## src/rtl/gtl_pkg.sv

```systemverilog
package gtl_pkg;

    localparam int COORD_BITS     = 11;
    localparam int CUR_BITS       = COORD_BITS + 1;
    localparam int GLYPHS_PER_ROW = 190;
    localparam int FONT_BITS      = 6;
    localparam int INDEX_BITS     = 15;
    localparam int OFFSET_BITS    = 22;
    localparam int CFG_IDX_BITS   = 2;

    // Configuration register indexes.
    localparam logic [CFG_IDX_BITS-1:0] CFG_AREA_WIDTH   = 2'd0;
    localparam logic [CFG_IDX_BITS-1:0] CFG_AREA_HEIGHT  = 2'd1;
    localparam logic [CFG_IDX_BITS-1:0] CFG_FONT_SIZE    = 2'd2;
    localparam logic [CFG_IDX_BITS-1:0] CFG_OVERLAY_MODE = 2'd3;

    localparam logic [COORD_BITS-1:0] AREA_WIDTH_RESET  = COORD_BITS'(480);
    localparam logic [COORD_BITS-1:0] AREA_HEIGHT_RESET = COORD_BITS'(272);
    localparam logic [FONT_BITS-1:0]  FONT_SIZE_RESET   = 6'd16;

    // Input operations.
    localparam logic OP_START = 1'b0;
    localparam logic OP_BYTE  = 1'b1;

    // Result kinds.
    localparam logic [2:0] KIND_ASCII       = 3'd0;
    localparam logic [2:0] KIND_GLYPH       = 3'd1;
    localparam logic [2:0] KIND_INVALID     = 3'd2;
    localparam logic [2:0] KIND_UNSUPPORTED = 3'd3;
    localparam logic [2:0] KIND_STOPPED     = 3'd4;

    // Byte values with a special meaning.
    localparam logic [7:0] CHAR_NUL      = 8'h00;
    localparam logic [7:0] CHAR_CR       = 8'h0D;
    localparam logic [7:0] ASCII_MAX     = 8'h80;
    localparam logic [7:0] LEAD_MIN      = 8'h81;
    localparam logic [7:0] TRAIL_MIN     = 8'h40;
    localparam logic [7:0] TRAIL_GAP     = 8'h7F;
    localparam logic [7:0] TRAIL_HI_BASE = 8'h41;
    localparam logic [7:0] CODE_BAD      = 8'hFF;

    localparam logic [FONT_BITS-1:0] FONT_16 = 6'd16;
    localparam logic [FONT_BITS-1:0] FONT_24 = 6'd24;
    localparam logic [FONT_BITS-1:0] FONT_32 = 6'd32;

    typedef struct packed {
        logic                  op;
        logic [COORD_BITS-1:0] start_x;
        logic [COORD_BITS-1:0] start_y;
        logic [7:0]            text_byte;
    } in_item_t;

    typedef struct packed {
        logic [2:0]             kind;
        logic [11:0]            draw_x;
        logic [11:0]            draw_y;
        logic [15:0]            char_code;
        logic [OFFSET_BITS-1:0] glyph_offset;
        logic [7:0]             glyph_bytes;
        logic                   overlay;
    } out_item_t;

    // Commands from the controller to the datapath.
    typedef struct packed {
        logic take;
        logic load_direct;
        logic load_glyph;
    } ctrl_cmd_t;

    // What the offered item will produce, from the datapath to the controller.
    typedef struct packed {
        logic direct_result;
        logic glyph_result;
    } dp_status_t;

    // Bytes per glyph for the supported double-byte sizes.
    function automatic logic [7:0] glyph_size_bytes(input logic [FONT_BITS-1:0] fs);
        logic [7:0] nb;
        unique case (fs)
            FONT_16: nb = 8'd32;
            FONT_24: nb = 8'd72;
            FONT_32: nb = 8'd128;
            default: nb = 8'd0;
        endcase
        return nb;
    endfunction

endpackage

```

## src/rtl/gtl_ctrl.sv

```systemverilog
module gtl_ctrl
    import gtl_pkg::*;
(
    input  logic       clk,
    input  logic       rst_n,
    input  logic       in_valid,
    output logic       in_ready,
    output logic       out_valid,
    input  logic       out_ready,
    input  dp_status_t status,
    output ctrl_cmd_t  cmd
);

    localparam logic S_IDLE = 1'b0;
    localparam logic S_MUL  = 1'b1;

    logic state_reg, state_next;
    logic out_valid_reg, out_valid_next;
    logic out_free;

    // The output register is free when empty or being emptied this cycle.
    assign out_free = !out_valid_reg || out_ready;
    assign in_ready = (state_reg == S_IDLE) && out_free;
    assign out_valid = out_valid_reg;

    always_comb
    begin
        cmd.take        = in_valid && in_ready;
        cmd.load_direct = cmd.take && status.direct_result;
        cmd.load_glyph  = (state_reg == S_MUL);
        state_next      = state_reg;
        unique case (state_reg)
            S_IDLE:
            begin
                if (cmd.take && status.glyph_result)
                begin
                    state_next = S_MUL;
                end
            end
            S_MUL:
            begin
                state_next = S_IDLE;
            end
            default:
            begin
                state_next = S_IDLE;
            end
        endcase
        out_valid_next = (out_valid_reg && !out_ready) || cmd.load_direct
                         || cmd.load_glyph;
    end

    always_ff @(posedge clk or negedge rst_n)
    begin
        if (!rst_n)
        begin
            state_reg     <= S_IDLE;
            out_valid_reg <= 1'b0;
        end
        else
        begin
            state_reg     <= state_next;
            out_valid_reg <= out_valid_next;
        end
    end

endmodule

```

## src/rtl/gtl_datapath.sv

```systemverilog
module gtl_datapath
    import gtl_pkg::*;
(
    input  logic                    clk,
    input  logic                    rst_n,
    input  in_item_t                in_item,
    output out_item_t               out_item,
    input  logic                    cfg_we,
    input  logic [CFG_IDX_BITS-1:0] cfg_index,
    input  logic [COORD_BITS-1:0]   cfg_data,
    input  ctrl_cmd_t               cmd,
    output dp_status_t              status
);

    // Configuration registers.
    logic [COORD_BITS-1:0] area_width_reg, area_height_reg;
    logic [FONT_BITS-1:0]  font_size_reg;
    logic                  overlay_mode_reg;

    // Layout state.
    logic [CUR_BITS-1:0]   cursor_x_reg, cursor_x_next;
    logic [CUR_BITS-1:0]   cursor_y_reg, cursor_y_next;
    logic [COORD_BITS-1:0] origin_x_reg, origin_x_next;
    logic [COORD_BITS-1:0] origin_y_reg, origin_y_next;
    logic                  lead_pending_reg, lead_pending_next;
    logic [7:0]            lead_byte_reg, lead_byte_next;
    logic                  skip_next_reg, skip_next_next;
    logic                  halted_reg, halted_next;

    // Glyph stage registers, consumed in the multiply cycle.
    logic [2:0]            g_kind_reg;
    logic [11:0]           g_x_reg, g_y_reg;
    logic [15:0]           g_code_reg;
    logic [INDEX_BITS-1:0] g_index_reg;
    logic [7:0]            g_nbytes_reg;

    out_item_t out_reg;

    // Placement: wrap check and bottom check.
    logic [FONT_BITS-1:0]  adv;
    logic [CUR_BITS:0]     x_end;
    logic [CUR_BITS:0]     x_lim;
    logic                  wrap;
    logic [CUR_BITS-1:0]   x_pl;
    logic [CUR_BITS:0]     y_pl;
    logic [CUR_BITS+1:0]   y_end;
    logic [CUR_BITS+1:0]   y_lim;
    logic                  stop;
    logic [CUR_BITS:0]     cr_y;

    // Glyph decode.
    logic [7:0]            qh, ql, col, row;
    logic                  size_ok, code_ok;
    logic [INDEX_BITS-1:0] index;
    logic [2:0]            glyph_kind;
    logic [INDEX_BITS+7:0] offset_full;

    // Direct result payload.
    logic [2:0]            d_kind;
    logic [15:0]           d_code;
    logic                  glyph_load;

    assign adv   = lead_pending_reg ? font_size_reg : (font_size_reg >> 1);
    assign x_end = {1'b0, cursor_x_reg} + (CUR_BITS+1)'(adv);
    assign x_lim = (CUR_BITS+1)'(origin_x_reg) + (CUR_BITS+1)'(area_width_reg);
    assign wrap  = x_end > x_lim;
    assign x_pl  = wrap ? CUR_BITS'(origin_x_reg) : cursor_x_reg;
    assign y_pl  = wrap ? ({1'b0, cursor_y_reg} + (CUR_BITS+1)'(font_size_reg))
                        : {1'b0, cursor_y_reg};
    assign y_end = {1'b0, y_pl} + (CUR_BITS+2)'(font_size_reg);
    assign y_lim = (CUR_BITS+2)'(origin_y_reg) + (CUR_BITS+2)'(area_height_reg);
    assign stop  = y_end > y_lim;
    assign cr_y  = y_pl + (CUR_BITS+1)'(font_size_reg);

    assign qh      = lead_byte_reg;
    assign ql      = in_item.text_byte;
    assign size_ok = (font_size_reg == FONT_16) || (font_size_reg == FONT_24)
                     || (font_size_reg == FONT_32);
    assign code_ok = (qh >= LEAD_MIN) && (ql >= TRAIL_MIN) && (ql != CODE_BAD)
                     && (qh != CODE_BAD);
    assign col     = (ql < TRAIL_GAP) ? (ql - TRAIL_MIN) : (ql - TRAIL_HI_BASE);
    assign row     = qh - LEAD_MIN;
    assign index   = INDEX_BITS'(GLYPHS_PER_ROW * 32'(row)) + INDEX_BITS'(col);

    always_comb
    begin
        priority if (!size_ok)
        begin
            glyph_kind = KIND_UNSUPPORTED;
        end
        else if (!code_ok)
        begin
            glyph_kind = KIND_INVALID;
        end
        else
        begin
            glyph_kind = KIND_GLYPH;
        end
    end

    // Item sequencing: the order of the checks follows the byte protocol.
    always_comb
    begin
        cursor_x_next     = cursor_x_reg;
        cursor_y_next     = cursor_y_reg;
        origin_x_next     = origin_x_reg;
        origin_y_next     = origin_y_reg;
        lead_pending_next = lead_pending_reg;
        lead_byte_next    = lead_byte_reg;
        skip_next_next    = skip_next_reg;
        halted_next       = halted_reg;
        status            = '0;
        d_kind            = KIND_ASCII;
        d_code            = {8'd0, in_item.text_byte};
        glyph_load        = 1'b0;
        priority if (in_item.op == OP_START)
        begin
            origin_x_next     = in_item.start_x;
            origin_y_next     = in_item.start_y;
            cursor_x_next     = CUR_BITS'(in_item.start_x);
            cursor_y_next     = CUR_BITS'(in_item.start_y);
            lead_pending_next = 1'b0;
            skip_next_next    = 1'b0;
            halted_next       = 1'b0;
        end
        else if (halted_reg)
        begin
            // Bytes after the end of a string are ignored.
        end
        else if (in_item.text_byte == CHAR_NUL)
        begin
            halted_next       = 1'b1;
            lead_pending_next = 1'b0;
            skip_next_next    = 1'b0;
        end
        else if (skip_next_reg)
        begin
            skip_next_next = 1'b0;
        end
        else if (!lead_pending_reg)
        begin
            priority if (in_item.text_byte > ASCII_MAX)
            begin
                lead_pending_next = 1'b1;
                lead_byte_next    = in_item.text_byte;
            end
            else if (stop)
            begin
                halted_next          = 1'b1;
                d_kind               = KIND_STOPPED;
                status.direct_result = 1'b1;
            end
            else if (in_item.text_byte == CHAR_CR)
            begin
                cursor_x_next  = CUR_BITS'(origin_x_reg);
                cursor_y_next  = cr_y[CUR_BITS-1:0];
                skip_next_next = 1'b1;
            end
            else
            begin
                d_kind               = KIND_ASCII;
                status.direct_result = 1'b1;
                cursor_x_next        = x_pl + CUR_BITS'(font_size_reg >> 1);
                cursor_y_next        = y_pl[CUR_BITS-1:0];
            end
        end
        else
        begin
            lead_pending_next = 1'b0;
            d_code            = {qh, ql};
            if (stop)
            begin
                halted_next          = 1'b1;
                d_kind               = KIND_STOPPED;
                status.direct_result = 1'b1;
            end
            else
            begin
                status.glyph_result = 1'b1;
                glyph_load          = 1'b1;
                cursor_x_next       = x_pl + CUR_BITS'(font_size_reg);
                cursor_y_next       = y_pl[CUR_BITS-1:0];
            end
        end
    end

    always_ff @(posedge clk or negedge rst_n)
    begin
        if (!rst_n)
        begin
            area_width_reg   <= AREA_WIDTH_RESET;
            area_height_reg  <= AREA_HEIGHT_RESET;
            font_size_reg    <= FONT_SIZE_RESET;
            overlay_mode_reg <= 1'b0;
            cursor_x_reg     <= '0;
            cursor_y_reg     <= '0;
            origin_x_reg     <= '0;
            origin_y_reg     <= '0;
            lead_pending_reg <= 1'b0;
            lead_byte_reg    <= '0;
            skip_next_reg    <= 1'b0;
            halted_reg       <= 1'b1;
        end
        else
        begin
            if (cfg_we)
            begin
                unique case (cfg_index)
                    CFG_AREA_WIDTH:   area_width_reg   <= cfg_data;
                    CFG_AREA_HEIGHT:  area_height_reg  <= cfg_data;
                    CFG_FONT_SIZE:    font_size_reg    <= cfg_data[FONT_BITS-1:0];
                    CFG_OVERLAY_MODE: overlay_mode_reg <= cfg_data[0];
                    default:          overlay_mode_reg <= overlay_mode_reg;
                endcase
            end
            if (cmd.take)
            begin
                cursor_x_reg     <= cursor_x_next;
                cursor_y_reg     <= cursor_y_next;
                origin_x_reg     <= origin_x_next;
                origin_y_reg     <= origin_y_next;
                lead_pending_reg <= lead_pending_next;
                lead_byte_reg    <= lead_byte_next;
                skip_next_reg    <= skip_next_next;
                halted_reg       <= halted_next;
            end
        end
    end

    // First half of the glyph offset: row and column index and the glyph size.
    always_ff @(posedge clk)
    begin
        if (cmd.take && glyph_load)
        begin
            g_kind_reg <= glyph_kind;
            g_x_reg    <= x_pl;
            g_y_reg    <= y_pl[CUR_BITS-1:0];
            g_code_reg <= {qh, ql};
            if (glyph_kind == KIND_GLYPH)
            begin
                g_index_reg  <= index;
                g_nbytes_reg <= glyph_size_bytes(font_size_reg);
            end
            else
            begin
                g_index_reg  <= '0;
                g_nbytes_reg <= '0;
            end
        end
    end

    assign offset_full = (INDEX_BITS+8)'(g_index_reg) * (INDEX_BITS+8)'(g_nbytes_reg);

    always_ff @(posedge clk)
    begin
        if (cmd.load_direct)
        begin
            out_reg.kind         <= d_kind;
            out_reg.draw_x       <= x_pl;
            out_reg.draw_y       <= y_pl[CUR_BITS-1:0];
            out_reg.char_code    <= d_code;
            out_reg.glyph_offset <= '0;
            out_reg.glyph_bytes  <= '0;
            out_reg.overlay      <= overlay_mode_reg;
        end
        else if (cmd.load_glyph)
        begin
            out_reg.kind         <= g_kind_reg;
            out_reg.draw_x       <= g_x_reg;
            out_reg.draw_y       <= g_y_reg;
            out_reg.char_code    <= g_code_reg;
            out_reg.glyph_offset <= offset_full[OFFSET_BITS-1:0];
            out_reg.glyph_bytes  <= g_nbytes_reg;
            out_reg.overlay      <= overlay_mode_reg;
        end
    end

    assign out_item = out_reg;

endmodule

```

## src/rtl/gbk_text_layout_engine.sv

```systemverilog
// Channel   Direction  Handshake              Payload
// in        input      in_valid / in_ready    in_item  (op, start_x, start_y, text_byte)
// out       output     out_valid / out_ready  out_item (kind, draw_x, draw_y, char_code,
//                                                       glyph_offset, glyph_bytes, overlay)
// cfg       input      cfg_we                 cfg_index, cfg_data
//
// A start item or an ASCII, control or lead byte is finished when it is accepted.
// For a placed trail byte, the cycle it is accepted in finds the glyph index,
// and the next cycle multiplies it by the glyph size into the output register.
// A new item is taken only while the output register is empty or drains in the
// same cycle, so a stalled output holds the input off while a result waits.
// After reset the layout is stopped until the first start item; the
// configuration registers return to their documented defaults.
module gbk_text_layout_engine
    import gtl_pkg::*;
(
    input  logic                    clk,
    input  logic                    rst_n,
    input  logic                    in_valid,
    output logic                    in_ready,
    input  in_item_t                in_item,
    output logic                    out_valid,
    input  logic                    out_ready,
    output out_item_t               out_item,
    input  logic                    cfg_we,
    input  logic [CFG_IDX_BITS-1:0] cfg_index,
    input  logic [COORD_BITS-1:0]   cfg_data
);

    // The controller owns the handshakes and the glyph sequence with its multiply state;
    // the datapath owns the layout state, the configuration and the payload.
    ctrl_cmd_t  cmd;
    dp_status_t status;

    gtl_ctrl u_ctrl (
        .clk       (clk),
        .rst_n     (rst_n),
        .in_valid  (in_valid),
        .in_ready  (in_ready),
        .out_valid (out_valid),
        .out_ready (out_ready),
        .status    (status),
        .cmd       (cmd)
    );

    // The datapath reports whether the offered item yields a result at once
    // (ASCII or stop) or after the multiply cycle (any trail byte that is
    // placed without stopping).
    gtl_datapath u_datapath (
        .clk       (clk),
        .rst_n     (rst_n),
        .in_item   (in_item),
        .out_item  (out_item),
        .cfg_we    (cfg_we),
        .cfg_index (cfg_index),
        .cfg_data  (cfg_data),
        .cmd       (cmd),
        .status    (status)
    );

endmodule

```

## config.mk

```make
export PLATFORM = sky130hd
export DESIGN_NAME = gbk_text_layout_engine
export DESIGN_NICKNAME = d
export VERILOG_FILES = /design/src/rtl/gtl_pkg.sv /design/src/rtl/gtl_ctrl.sv /design/src/rtl/gtl_datapath.sv /design/src/rtl/gbk_text_layout_engine.sv
export SDC_FILE = /design/constraint.sdc
export NUM_CORES = 1
export LEC_CHECK = 0
export BUFFER_PORTS_ARGS = -buffer_cell sky130_fd_sc_hd__buf_2
export CORE_MARGIN = 2
export CORE_UTILIZATION = 56
export CTS_CLUSTER_DIAMETER = 80
export DETAILED_ROUTE_END_ITERATION = 7
export GPL_TIMING_DRIVEN = 0
export PLACE_DENSITY = 0.83
export SYNTH_ARGS = -nofsm -noshare
export SYNTH_HDL_FRONTEND = slang
export SYNTH_SLANG_ARGS = --single-unit
```

## constraint.sdc

```tcl
create_clock -name clk -period 11.05 [get_ports clk]
set_input_delay 3.315 -clock clk [delete_from_list [all_inputs] [get_ports clk]]
set_output_delay 3.315 -clock clk [all_outputs]
set_load 0.05 [all_outputs]
```

* After elaboration in Yosys (flattened, before gate mapping)
Cells that the tools add are included.
Storage, ports and cells: word-level logic and storage cells 173, bits in registers 228, output and inout bits 76, input port bits 49
Cells by class: add/sub/neg operators 12, eq/ne operators 16, bitwise gates (word level) 6, multipliers 2, reduce and logical (&&, ||, !) cells 28, muxes and demuxes 76, $lt $le $gt $ge 6
Operators by type and width (number):
- 12-bit two-way mux | 19
- 74-bit two-way mux | 2
- 16-bit two-way mux | 5
- 1-bit two-way mux | 32
- 12-bit by 6-bit adder with 13-bit output | 2
- 11-bit by 11-bit adder with 12-bit output | 2
- 12-bit by 6-bit adder with 12-bit output | 2
- 8-bit case mux with 3 select lines | 1
- 15-bit by 8-bit multiplier with 22-bit output | 1
- 3-bit two-way mux | 7
- 8-bit inequality test, second input constant | 2
- 8-bit by 7-bit subtractor with 8-bit output, second input constant | 2
- 15-bit by 8-bit adder with 15-bit output | 1
- 13-bit by 6-bit adder with 14-bit output | 1
- 14-bit > comparator | 1
- 7-bit by 8-bit multiplier with 14-bit output, first input constant | 1
- 13-bit > comparator | 1
- 13-bit two-way mux | 1
- 12-bit by 5-bit adder with 12-bit output | 1
- 6-bit by 5-bit == test with 1-bit output, second input constant | 2
- 2-bit two-way mux | 6
- 2-bit AND reduction | 6
- 1-bit logical AND | 9
- 8-bit by 4-bit == test with 1-bit output, second input constant | 1
- 24 further kinds | 38

* Longest topological paths before layout
depth in word-level cells 16, mapped depth 45, depth with buffers taken out 41

* Cells and area by module
Synthesis repeated with hierarchy kept, for this count alone.
Unflattened totals: cells, all modules 1632, area, all modules 16239.3 µm²
Modules (own cells, without submodules):
- gtl_datapath | times used 1, seq. area each 5725.5 µm², cells each 1621, area each 16130.5 µm²
- gtl_ctrl | times used 1, seq. area each 50.0 µm², cells each 11, area each 108.9 µm²

* Worst setup path after synthesis
Ideal clock, no wire load.
kind register to register, start register u_datapath.lead_pending_reg, end register u_datapath.g_code_reg[0], enable pin, path buffers 7, setup time 0.478 ns, data required time 10.572 ns, setup slack 0.721 ns, clock period less this slack 10.329 ns, cell stages (with the launch flop) 38, data arrival time 9.851 ns, cell sequence dfrtp_1 clkbuf_1 clkbuf_1 clkbuf_1 o21ai_0 ha_1 fa_1 a211oi_1 o21bai_1 a21oi_1 nand2b_1 xnor2_1 ha_1 nand3_1 or4_1 a21oi_1 a31oi_2 buf_6 [... 2 more ...] o21ai_0 ha_1 nor2b_1 o21ai_0 nand2b_1 a21o_1 a21oi_1 a21o_1 xor2_1 ha_1 nor2b_1 o21ai_0 nand2_1 o21ai_0 o21a_1 a21bo_1 buf_6 nor2_1
Between the ends: longest elaborated chain between the ends 13
Ends and longest elaborated chain:
- start: declaration | line gtl_datapath.sv:25 | logic lead_pending_reg, lead_pending_next;
- start signal: assignment | line gtl_datapath.sv:222 | lead_pending_reg <= lead_pending_next;
- 6-bit two-way mux | line gtl_datapath.sv:63 | assign adv = lead_pending_reg ? font_size_reg : (font_size_reg >> 1);
- 12-bit by 6-bit adder with 13-bit output | line gtl_datapath.sv:64 | assign x_end = {1'b0, cursor_x_reg} + (CUR_BITS+1)'(adv);
- 13-bit > comparator | line gtl_datapath.sv:66 | assign wrap = x_end > x_lim;
- 13-bit two-way mux | line gtl_datapath.sv:68 | assign y_pl = wrap ? ({1'b0, cursor_y_reg} + (CUR_BITS+1)'(font_size_reg))
- via u_datapath.y_pl[2] | line gtl_datapath.sv:45 | logic [CUR_BITS:0] y_pl;
- 13-bit by 6-bit adder with 14-bit output | line gtl_datapath.sv:70 | assign y_end = {1'b0, y_pl} + (CUR_BITS+2)'(font_size_reg);
- 14-bit > comparator | line gtl_datapath.sv:72 | assign stop = y_end > y_lim;
- 1-bit two-way mux | line gtl_datapath.sv:171 | if (stop)
- 1-bit two-way mux | line gtl_datapath.sv:140 | else if (!lead_pending_reg)
- 1-bit two-way mux | line gtl_datapath.sv:136 | else if (skip_next_reg)
- 1-bit two-way mux | line gtl_datapath.sv:130 | else if (in_item.text_byte == CHAR_NUL)
- 1-bit two-way mux | line gtl_datapath.sv:126 | else if (halted_reg)
- 1-bit two-way mux | line gtl_datapath.sv:116 | priority if (in_item.op == OP_START)
- 1-bit logical AND | line gtl_datapath.sv:233 | if (cmd.take && glyph_load)
- end signal: assignment | line gtl_datapath.sv:238 | g_code_reg <= {qh, ql};
- end: declaration | line gtl_datapath.sv:33 | logic [15:0] g_code_reg;
The timed path passes the listed nets, and every way through them passes these cells. A chain may end at the register's enable or synchronous reset.

* Worst setup path in the final report
start register u_datapath.lead_pending_reg, end register u_datapath.out_reg, in the netlist u_datapath.out_item[0] (data pin)
Between the ends: longest elaborated chain between the ends 15, elaborated cells between the ends (all ways) 16, classes of those cells 2 x add/sub; 2 x order compare; 11 x mux; 1 x reduce/logical
Ends and longest elaborated chain:
- 6-bit two-way mux (*) | line gtl_datapath.sv:63
- 12-bit by 6-bit adder with 13-bit output (*) | line gtl_datapath.sv:64
- 13-bit > comparator (*) | line gtl_datapath.sv:66
- 13-bit two-way mux (*) | line gtl_datapath.sv:68
- via u_datapath.y_pl[3] | line gtl_datapath.sv:45
- 13-bit by 6-bit adder with 14-bit output (*) | line gtl_datapath.sv:70
- 14-bit > comparator (*) | line gtl_datapath.sv:72
- 1-bit two-way mux | line gtl_datapath.sv:147 | else if (stop)
- 1-bit two-way mux | line gtl_datapath.sv:142 | priority if (in_item.text_byte > ASCII_MAX)
- 1-bit two-way mux (*) | line gtl_datapath.sv:140
- 2-bit two-way mux (*) | line gtl_datapath.sv:136
- 2-bit two-way mux (*) | line gtl_datapath.sv:130
- 2-bit two-way mux (*) | line gtl_datapath.sv:126
- 2-bit two-way mux (*) | line gtl_datapath.sv:116
- 1-bit logical AND (*) | line gtl_ctrl.sv:29 | cmd.load_direct = cmd.take && status.direct_result;
- 74-bit two-way mux (*) | line gtl_datapath.sv:256 | if (cmd.load_direct)
- end: declaration | line gtl_datapath.sv:37 | out_item_t out_reg;
The timed path passes the listed nets; every way through them passes the cells marked *.

==> results by group <==
Floorplanning
  • IO Pins: 125
  • Core Area: 0.02793 mm^2
  • DIE AREA: 0.02992 mm^2
  • Std cell rows: 61
  • Die height: around 170 um
  • Die width: 173.0 um
  • Initial core utilization: 0.5723

Clock tree
  • Post_cts resized: 0
  • Num CTS Buffers: 25
  • Clock latency on the worst-skew pair: approximately 0.54 ns
  • Hold buffer count at CTS: 0
  • Setup Buffers After CTS: 0
  • Clock sinks: roughly 210
  • TritonCTS clock tree: done
  • CTS clk-pin slew, worst paths: 0.07 ns
  • Root Buffer: clkbuf_16
  • H-tree levels: 1
  • Clock Path Buffers: 3

Placement
  • Final GP Congestion: between 0.9 and 1
  • Detailed Place HPWL: around 31 mm
  • IO buf count: 116

Synth
  • Register area share after synthesis: 0.3612
  • Ys Warns: 0
  • Post-Syn Area: 0.01599 mm^2
  • FF+latch count, synth: 214
  • Number of flops mapped to enable cells by yosys: 104
  • Commonest register cell after synthesis: edfxtp_1
  • Avg Inst Size Synth: 9.887 um^2
  • Asr flop ratio synth: 0.4112
  • Netlist cell types: 74
  • Synthesized instance count: 1617

Route
  • Antenna-violating nets left: 0
  • Routed wire length: 40.66 mm
  • First-pass iteration count of the detailed router: 6
  • 1st-iter DRT viols: 1145
  • Detailed-route via count: 12700
  • Routed len/inst: around 19 um
  • DRC errors left: 0
  • Via/cell ratio: 5.856

STA
  • Fmax: a little under 100 MHz
  • Worst rel slew slack: 0.3882
  • Final Cycle Share: 0.9386
  • Final Hold Fails: 0
  • Max Slew Vio Count: 0
  • Period minus WS final: 10.37 ns
  • Setup violators final: 0
  • Hold WS: 0.4458 ns
  • Worst-margin pin slew: about 0.91 ns
  • RSZ-0062 raised after global routing: no
  • Setup Skew: ~0.022 ns

Critical path
  • CP most frequent cell: o21ai_0
  • Worst setup SP type: register
  • CP max-delay cell: dfrtp_1
  • Crit-path max FO: 30
  • Crit path DAT: 10.67 ns
  • CP peak stage delay: 0.68 ns
  • Setup CP Type: register to register
  • CP Capture Type: register
  • Data required time of the critical path: 11.35 ns

Cells and area
  • Fraction of layout cells with a size suffix above 1: 0.1588
  • Fin nets: 2046
  • Fillcell total: 2227
  • Synthesis-to-finish area growth: 13.05%
  • Multi-input gate area: 0.009348 mm^2
  • Max FFs per register: 66
  • Sequential Area: about 0.0058 mm^2

Global route
  • Largest net degree at the start of global routing: 60
  • Total global-route track usage: 0.2698
  • Grt ovf: 0
  • Initial antenna violation count: 5
  • Vias in the first global route: 12410
  • First-pass GRT wire length: 64.72 mm

Run status
  • Outcome: finished clean

Hold path
  • Worst Hold Class: register to register

Run
  • Max cap viols: 0
==> per-stage QoR <==
stage	setup TNS [ns]	worst slack, ns	instances	utilization	cell area, um^2
final	0	0.6782	2168	0.6470	18070
after global routing	0	0.1307	2168	0.6470	18070
after CTS	0	0.01882	2167	0.6469	18070
after detailed placement	0	0.06485	2121	0.6149	17180
after global placement	-197.69	-2.699	2117	0.6109	17060
after floorplan	0	0.7209	1623	-	16010
==> critical path, delay by kind of cell (launching register included) <==
| family | cells | cell delay (ns) |
|---|---|---|
| compound gates | 16 | 3.95 |
| buf+inv | 9 | 2.06 |
| fa+ha+maj | 5 | 1.61 |
| simple gates | 8 | 1.36 |
| flops | 1 | 0.68 |
| xor+xnor | 2 | 0.39 |
==> synth_stat cells, types with 21 or more instances <==
library cell  number  area (um^2)
clkbuf_1          41        153.9
xor2_1            37        324.1
a21o_1            26        195.2
dfxtp_1           22        440.4
ha_1             175         2190
and2_1            22        137.6
o21ai_0           92        460.4
fa_1              53         1061
nand2_1          167        626.9
dfrtp_1           80         2002
nor2_1           103        386.6
nor3_1            25        125.1
o21ai_1           21        105.1
xnor2_1           72        630.6
inv_1            140        525.5
mux2_2            65        732.0
a21oi_1           76        380.4
mux2i_1           23        230.2
edfxtp_1         104         3123
nand3_1           24        120.1
==> cell usage in the layout, fill, tap and decap left out, types with 10 or more instances in the layout <==
cell type	n
inv_1	139
nand2_1	167
a22o_1	20
dfxtp_1	22
nor2b_1	19
buf_4	12
buf_2	124
and2_1	22
o21ai_0	91
dfrtp_1	80
xor2_1	37
and3_1	12
a21o_1	26
o21bai_1	10
clkbuf_16	28
clkbuf_1	38
nand3_1	24
nand2b_1	16
a211oi_1	12
xnor2_1	72
o21ai_1	22
o21a_1	12
nor3_1	25
mux2_2	65
nor2_1	102
nand4_1	12
fa_1	53
edfxtp_1	104
mux2i_1	23
a21oi_1	76
ha_1	175
==> cell families (layout without fill, tap and decap cells) <==
logic type                 count (synthesis)  in the layout  synth area share
other                                      1              9         0.0002346
adders and majority gates                228            228            0.2033
muxes                                     88             88           0.06018
buffers and inverters                    210            375           0.05596
xor gates and xnor gates                 109            109           0.05971
DFF                                      214            214            0.3612
and+or+nand+nor                          435            435            0.1271
AOI/OAI and AO/OA                        332            332            0.1323
==> path summary, 6_finish.rpt <==
kind / startpoint / end / slack, ns / cells after the start
max in group asynchronous: rst_n / u_datapath.font_size_reg[4] / 7.64 / 2
min in group asynchronous: rst_n / u_datapath.cursor_x_reg[2] / 2.73 / 1
max reg2reg: u_datapath.lead_pending_reg / u_datapath.out_item[0] / 0.68 / 40
min reg2reg: u_datapath.out_item[25] / u_datapath.out_item[25] / 0.45 / 2
max: u_datapath.lead_pending_reg / u_datapath.out_item[0] / 0.68 / 40
min: u_datapath.out_item[25] / u_datapath.out_item[25] / 0.45 / 2
==> layer usage <==
metal | global-route usage | wire (um) | vias up
met5 | 0 | 30 | -
met4 | 0.09710 | 1361 | 4
met3 | 0.05431 | 3396 | 97
met2 | 0.4345 | 18700 | 535
met1 | 0.3629 | 17170 | 6089
li1 | - | - | 5971
==> cell type report <==
cell class,count,share of cell area
Clock buffer,33,0.04133
Antenna cell,2,0.0002769
Clock inverter,13,0.008099
Sequential cell,214,0.3195
Inverter,140,0.02907
Multi-Input combinational cell,1199,0.5172
Timing Repair Buffer,120,0.03793
Buffer,69,0.02042
Tap cell,378,0.02617
Power is left out: the tool's default activity adds up to more than one toggle a clock period on the data nets, which glitch-free logic cannot reach.
